===== config.mk =====
export PLATFORM = sky130hd
export DESIGN_NAME = http_chunked_body_decoder
export DESIGN_NICKNAME = d
export VERILOG_FILES = /design/src/hdl/chd_pkg.sv /design/src/hdl/chd_in_stage.sv /design/src/hdl/chd_core.sv /design/src/hdl/chd_out_stage.sv /design/src/hdl/http_chunked_body_decoder.sv
export SDC_FILE = /design/constraint.sdc
export NUM_CORES = 1
export LEC_CHECK = 0
export BUFFER_PORTS_ARGS = -buffer_cell sky130_fd_sc_hd__buf_4
export CORE_ASPECT_RATIO = 1.75
export CORE_UTILIZATION = 60
export DETAILED_ROUTE_END_ITERATION = 10
export PLACE_DENSITY = 0.79
export SETUP_SLACK_MARGIN = 0.2
export SLEW_MARGIN = 15
export SYNTH_ARGS = -nofsm -noshare
export SYNTH_HDL_FRONTEND = slang
export SYNTH_SLANG_ARGS = --single-unit

===== constraint.sdc =====
create_clock -name clk -period 11.3 [get_ports clk]
set_input_delay 0.565 -clock clk [delete_from_list [all_inputs] [get_ports clk]]
set_output_delay 0.565 -clock clk [all_outputs]
set_load 0.05 [all_outputs]

===== src/hdl/chd_pkg.sv =====
// Shared types, constants and helper functions for the chunked body decoder.
package chd_pkg;

  localparam int SIZE_BITS_DEFAULT = 32;

  localparam logic [1:0] KIND_DATA  = 2'd0;
  localparam logic [1:0] KIND_END   = 2'd1;
  localparam logic [1:0] KIND_ERROR = 2'd2;

  localparam logic [7:0] CH_CR    = 8'h0D;
  localparam logic [7:0] CH_LF    = 8'h0A;
  localparam logic [7:0] CH_TAB   = 8'h09;
  localparam logic [7:0] CH_SPACE = 8'h20;
  localparam logic [7:0] CH_ZERO  = 8'h30;
  localparam logic [7:0] CH_NINE  = 8'h39;
  localparam logic [7:0] CH_LO_A  = 8'h61;
  localparam logic [7:0] CH_LO_F  = 8'h66;
  localparam logic [7:0] CH_UP_A  = 8'h41;
  localparam logic [7:0] CH_UP_F  = 8'h46;
  localparam logic [7:0] CH_LO_X  = 8'h78;
  localparam logic [7:0] CH_UP_X  = 8'h58;

  typedef struct packed {
    logic [7:0] body_byte;
    logic       body_start;
  } item_t;

  typedef struct packed {
    logic       valid;
    logic [1:0] kind;
    logic [7:0] payload_byte;
  } result_t;

  typedef struct packed {
    logic       ok;
    logic [3:0] value;
  } hex_t;

  function automatic hex_t hex_value(input logic [7:0] b);
    hex_t h;
    h.ok    = 1'b1;
    h.value = 4'd0;
    if (b >= CH_ZERO && b <= CH_NINE) begin
      h.value = 4'(b - CH_ZERO);
    end else if (b >= CH_LO_A && b <= CH_LO_F) begin
      h.value = 4'(b - CH_LO_A + 8'd10);
    end else if (b >= CH_UP_A && b <= CH_UP_F) begin
      h.value = 4'(b - CH_UP_A + 8'd10);
    end else begin
      h.ok = 1'b0;
    end
    return h;
  endfunction

  function automatic logic is_space(input logic [7:0] b);
    return (b == CH_SPACE) || (b >= CH_TAB && b <= CH_CR);
  endfunction

endpackage


===== src/hdl/chd_in_stage.sv =====
// Input register holding one body item ahead of the decode step.
module chd_in_stage (
  input  logic          clk,
  input  logic          rst,
  input  logic          body_valid,
  output logic          body_ready,
  input  logic [7:0]    body_byte,
  input  logic          body_start,
  input  logic          take,
  output logic          held_valid,
  output chd_pkg::item_t held
);
  import chd_pkg::*;

  logic  held_valid_r;
  item_t held_r;

  assign body_ready = !held_valid_r || take;
  assign held_valid = held_valid_r;
  assign held       = held_r;

  always_ff @(posedge clk) begin
    if (rst) begin
      held_valid_r <= 1'b0;
    end else if (body_ready) begin
      held_valid_r <= body_valid;
    end
    if (body_valid && body_ready) begin
      held_r.body_byte  <= body_byte;
      held_r.body_start <= body_start;
    end
  end

endmodule


===== src/hdl/chd_core.sv =====
// Chunk framing state machine: one byte per step, at most one result.
module chd_core #(
  parameter int SIZE_BITS = chd_pkg::SIZE_BITS_DEFAULT
) (
  input  logic             clk,
  input  logic             rst,
  input  logic             step,
  input  chd_pkg::item_t   item,
  output chd_pkg::result_t res
);
  import chd_pkg::*;

  typedef enum logic [3:0] {
    PH_SKIPWS,
    PH_AFTER_ZERO,
    PH_PREFIX_X,
    PH_DIGITS,
    PH_EXT,
    PH_DATA,
    PH_TRAIL_CR,
    PH_TRAIL_LF,
    PH_DONE
  } phase_t;

  phase_t               phase, phase_next;
  logic [SIZE_BITS-1:0] remaining, remaining_next;
  logic [SIZE_BITS-1:0] size_value, size_value_next;
  logic                 saw_cr, saw_cr_next;

  always_comb begin
    logic [7:0] b;
    hex_t       h;
    logic       line, do_digit, do_rest, do_fail;
    b        = item.body_byte;
    h        = hex_value(b);
    line     = 1'b0;
    do_digit = 1'b0;
    do_rest  = 1'b0;
    do_fail  = 1'b0;
    res.valid        = 1'b0;
    res.kind         = KIND_DATA;
    res.payload_byte = 8'd0;

    phase_next      = phase;
    remaining_next  = remaining;
    size_value_next = size_value;
    saw_cr_next     = saw_cr;

    if (item.body_start) begin
      phase_next      = PH_SKIPWS;
      remaining_next  = '0;
      size_value_next = '0;
      saw_cr_next     = 1'b0;
    end

    case (phase_next)
      PH_SKIPWS, PH_AFTER_ZERO, PH_PREFIX_X, PH_DIGITS, PH_EXT: begin
        line = 1'b1;
      end
      PH_DATA: begin
        if (remaining_next != '0) remaining_next = remaining_next - 1'b1;
        if (remaining_next == '0) phase_next = PH_TRAIL_CR;
        res.valid        = 1'b1;
        res.kind         = KIND_DATA;
        res.payload_byte = b;
      end
      PH_TRAIL_CR: begin
        if (b == CH_CR) begin
          phase_next = PH_TRAIL_LF;
        end else begin
          phase_next      = PH_SKIPWS;
          size_value_next = '0;
          saw_cr_next     = 1'b0;
          line            = 1'b1;
        end
      end
      PH_TRAIL_LF: begin
        phase_next      = PH_SKIPWS;
        size_value_next = '0;
        if (b == CH_LF) begin
          saw_cr_next = 1'b0;
        end else begin
          saw_cr_next = 1'b1;
          line        = 1'b1;
        end
      end
      default: begin
        phase_next = PH_DONE;
      end
    endcase

    if (line) begin
      case (phase_next)
        PH_SKIPWS: begin
          if (saw_cr_next && b == CH_LF) begin
            do_fail = 1'b1;
          end else if (is_space(b)) begin
            saw_cr_next = (b == CH_CR);
          end else begin
            saw_cr_next = 1'b0;
            if (b == CH_ZERO) begin
              size_value_next = '0;
              phase_next      = PH_AFTER_ZERO;
            end else if (h.ok) begin
              do_digit = 1'b1;
            end else begin
              do_fail = 1'b1;
            end
          end
        end
        PH_AFTER_ZERO: begin
          if (b == CH_LO_X || b == CH_UP_X) phase_next = PH_PREFIX_X;
          else if (h.ok) do_digit = 1'b1;
          else do_rest = 1'b1;
        end
        PH_PREFIX_X, PH_DIGITS: begin
          if (h.ok) do_digit = 1'b1;
          else do_rest = 1'b1;
        end
        default: begin
          do_rest = 1'b1;
        end
      endcase

      if (do_digit) begin
        if (size_value_next[SIZE_BITS-1 -: 4] != 4'd0) begin
          do_fail = 1'b1;
        end else begin
          size_value_next = {size_value_next[SIZE_BITS-5:0], h.value};
          phase_next      = PH_DIGITS;
        end
      end

      if (do_rest) begin
        phase_next = PH_EXT;
        if (saw_cr_next && b == CH_LF) begin
          saw_cr_next = 1'b0;
          if (size_value_next == '0) begin
            phase_next = PH_DONE;
            res.valid  = 1'b1;
            res.kind   = KIND_END;
          end else begin
            remaining_next = size_value_next;
            phase_next     = PH_DATA;
          end
        end else begin
          saw_cr_next = (b == CH_CR);
        end
      end

      if (do_fail) begin
        phase_next = PH_DONE;
        res.valid  = 1'b1;
        res.kind   = KIND_ERROR;
      end
    end
  end

  always_ff @(posedge clk) begin
    if (rst) begin
      phase      <= PH_SKIPWS;
      remaining  <= '0;
      size_value <= '0;
      saw_cr     <= 1'b0;
    end else if (step) begin
      phase      <= phase_next;
      remaining  <= remaining_next;
      size_value <= size_value_next;
      saw_cr     <= saw_cr_next;
    end
  end

endmodule


===== src/hdl/chd_out_stage.sv =====
// Result register on the output channel.
module chd_out_stage (
  input  logic             clk,
  input  logic             rst,
  input  logic             load,
  input  chd_pkg::result_t res,
  output logic             free,
  output logic             result_valid,
  input  logic             result_ready,
  output logic [7:0]       payload_byte,
  output logic [1:0]       kind
);
  import chd_pkg::*;

  logic       full;
  logic [7:0] byte_r;
  logic [1:0] kind_r;

  assign free         = !full || result_ready;
  assign result_valid = full;
  assign payload_byte = byte_r;
  assign kind         = kind_r;

  always_ff @(posedge clk) begin
    if (rst) begin
      full <= 1'b0;
    end else if (free) begin
      full <= load && res.valid;
    end
    if (free && load && res.valid) begin
      byte_r <= res.payload_byte;
      kind_r <= res.kind;
    end
  end

endmodule


===== src/hdl/http_chunked_body_decoder.sv =====
// Top level of the HTTP chunked body decoder.
//   channel  signals                              dir  payload
//   body     body_valid/body_ready                in   body_byte[7:0], body_start
//   result   result_valid/result_ready            out  payload_byte[7:0], kind[1:0]
// One item per cycle sustained while the result channel is not stalled; an item's result
// passes through the input register, then the decode step into the result register.
// Each item updates the framing state in a single step: one SIZE_BITS decrement
// and compare set the cycle.
// rst (synchronous) returns to the start of a size line with empty counters.
// A stalled result holds the decode step; the input register then fills and
// body_ready drops.
module http_chunked_body_decoder #(
  parameter int SIZE_BITS = chd_pkg::SIZE_BITS_DEFAULT
) (
  input  logic       clk,
  input  logic       rst,
  input  logic       body_valid,
  output logic       body_ready,
  input  logic [7:0] body_byte,
  input  logic       body_start,
  output logic       result_valid,
  input  logic       result_ready,
  output logic [7:0] payload_byte,
  output logic [1:0] kind
);
  import chd_pkg::*;

  logic    held_valid;
  item_t   held;
  logic    out_free;
  logic    step;
  result_t res;

  assign step = held_valid && out_free;

  chd_in_stage u_in (
    .clk        (clk),
    .rst        (rst),
    .body_valid (body_valid),
    .body_ready (body_ready),
    .body_byte  (body_byte),
    .body_start (body_start),
    .take       (step),
    .held_valid (held_valid),
    .held       (held)
  );

  chd_core #(
    .SIZE_BITS (SIZE_BITS)
  ) u_core (
    .clk  (clk),
    .rst  (rst),
    .step (step),
    .item (held),
    .res  (res)
  );

  chd_out_stage u_out (
    .clk          (clk),
    .rst          (rst),
    .load         (step),
    .res          (res),
    .free         (out_free),
    .result_valid (result_valid),
    .result_ready (result_ready),
    .payload_byte (payload_byte),
    .kind         (kind)
  );

  a_kind_legal: assert property (@(posedge clk) disable iff (rst)
    result_valid |-> (kind == KIND_DATA || kind == KIND_END || kind == KIND_ERROR))
    else $error("illegal result kind");

  a_stop_no_byte: assert property (@(posedge clk) disable iff (rst)
    (result_valid && kind != KIND_DATA) |-> payload_byte == 8'd0)
    else $error("end or error carries a byte");

  a_held_kept: assert property (@(posedge clk) disable iff (rst)
    (held_valid && !out_free) |=> held_valid && $stable(held))
    else $error("held item lost while output stalled");

endmodule


==> impl_metrics.ini <==
[run_status]
status = completed

[critical_path]
critPathSlowestCell = nand3_2
cp-end-kind = register
path_delay_family = compound AO/OA/AOI/OAI gates
cpPeakStageDelay_ns = 0.67
worstPathCellList = inv_1 > ha_1 > o21bai_1 > a21boi_0 > o32ai_1 > a31o_2 > o41ai_1 > a22oi_1 > a31oi_4 > nand3_2 > and3_1 > nor4_1
critPathArrivalTime_ns = 5.10
critPathRequiredTime_ns = 11.55
cp_num_buf_inv = 1
path_class = reg -> reg
critical_path_peak_fanout = 37
start_kind = register

[finish]
area_growth_pct = 7.08
layout-drive-gt1-share_pct = 9.83
final_cell_mix = nor2_1 (124), nand2_1 (88), dfxtp_1 (71)
final_core_util_pct = 66.0
final_common_cell = nor2_1
fin_nets = 848
n_antenna_cell = 0

[clocking]
clkLatencyLatePin_ns = 0.34
clock_path_buffers = 2
htree_levels = 3
root_buffer = clkbuf_16
clock-sinks = 90
cts.repair.resized = 0
path_clk_slew_ns = 0.07
cts_buffers = 9
post_cts_buffers = 0
cts_hold_buffers = 0
cts_tree = done

[yosys]
ys.flop_type = dfxtp_1
ys_types = 76
async_flop_share_pct = 0
yosys_warnings = 0
ys_ff_latch = 90
synthesis.nets = 872
netlist_instances = 853
syn_area_um2 = 6310
syn_avg_cell_area_um2 = 7.40
synth-edff-count = 19
synth_area_leaders = dfxtp_1 (23%), edfxtp_1 (9.0%), nor2_1 (7.4%)
seq_area_frac_synth_pct = 31.6
synth_top_cell_by_area = dfxtp_1
synth_top_area_share_pct = 22.5

[sta]
slew_headroom_pct = 18.9
timing.final.crit_period_ns = 4.85
max_freq_mhz = 206
hold-worst-slack_ns = 0.395
hold_viol = 0
setup_viol = 0
period_share_pct = 42.9
finalMaxSlewViolations = 0
rsz0062_at_grt = false
tns_ns = 0
worst_pin_slew_ns = 1.21
skew_ns = 0.0110

[die]
start_util_pct = 61.6
die_w_um = 79.5
die_area_um2 = 10900
rows = 49
coreArea_um2 = 10200
io_pins = 25
fp.dieH_um = 138

[grt]
grt_pass1_wl_um = 35300
grt_util_all_layers_pct = 42.9
gr-total-overflow = 0
grt_max_degree = 72
grt_antenna_before_repair = 1
grt_pass1_vias = 6544

[routing]
dr.pass1.iters = 6
wirelength_um = 23100
vias_per_cell = 7.35
drt_iter0_drc = 1183
drcViolationCount = 0
vias = 7060
detail-route-antenna-nets = 0
wl_per_cell_um = 24.0

[hold_path]
hold_path.class = in -> reg

[place]
port_buffers = 24
hpwl_um = 16400
gp_congestion = 0.987

[power_and_ir_drop]
ir_drop_mv = 0.108
power_density_nw_per_um2 = 111
power.leakage_nw = 2.34

[job]
maxCapViolCount = 0
-- per-stage QoR --
stage	instance area [um2]	std cells	total power [mW]	worst slack (ns)
floorplan	6310	853	0.423	7.25
global placement	6460	945	0.451	7.01
detailed placement	6460	945	0.454	6.62
CTS	6760	961	0.745	6.56
global route	6760	961	0.771	6.19
finish	6760	961	0.748	6.45
-- metal layers --
metal	part of all wire (%)	GRT usage, %
met5	0.074	0
met2	48	70.5
met3	9.4	11.2
met1	34	45.5
met4	8.7	34.9
-- synth_stat cells, drive strengths merged (8+ instances only) --
cell type,instances
mux2i,9
inv,15
nand4,13
nor4,39
o22ai,12
nand2,88
nand3,17
buf,15
or4,8
clkbuf,59
a31oi,20
a21oi,66
a211oi,12
o211ai,8
a21o,9
dfxtp,71
and2,11
a22oi,33
a311oi,9
or3,8
o21ai,41
a221oi,8
nor3,42
nor2,125
edfxtp,19
-- path summary, 6_finish.rpt --
check	from	endpoint	slack, ns	cells past startpoint
worst min register to register	u_core.saw_cr$_SDFFE_PP0P_	u_core.saw_cr$_SDFFE_PP0P_	0.52	2
worst min-delay path	body_byte[6]	u_in.held[7]$_DFFE_PP_	0.39	1
worst max-delay path	u_in.held[2]$_DFFE_PP_	u_core.remaining[20]$_SDFFE_PP0P_	6.45	12
worst max register to register	u_in.held[2]$_DFFE_PP_	u_core.remaining[20]$_SDFFE_PP0P_	6.45	12
-- flip-flops by register name, summed over array words and instances, names as in the netlist --
register	count
u_out.payload_byte	8
u_in.held	9
u_out.result_valid	1
u_core.phase	4
u_core.saw_cr	1
u_core.remaining	32
u_out.kind	2
u_in.held_valid	1
u_core.size_value	32
-- logic make-up (layout without fill, tap and decap cells) --
group,count (synthesis),after routing,share of synthesized area (%)
xor+xnor,7,7,0.972
simple gates,392,392,31.0
compound gates,260,260,28.0
fa+ha+maj,6,6,1.19
mux,9,9,1.43
buf+inv,89,70,5.89
flops,90,90,31.6
-- final cells by class --
type                    count  area [um2]
clock buffers              10         250
clock inverters             6        46.3
inverters                  15        56.3
well taps                 127         159
repair buffers             39         293
flip-flops and latches     90        1990
multi-input cells         674        3960
fillers                   880        3480
-- power by group --
part / internal, mW / switching [mW] / total [mW]
clock network: 0.164 / 0.132 / 0.296
registers: 0.334 / 0.00875 / 0.343
logic: 0.0316 / 0.0779 / 0.109
total: 0.530 / 0.218 / 0.748
Power figures use the tool's default switching activity.
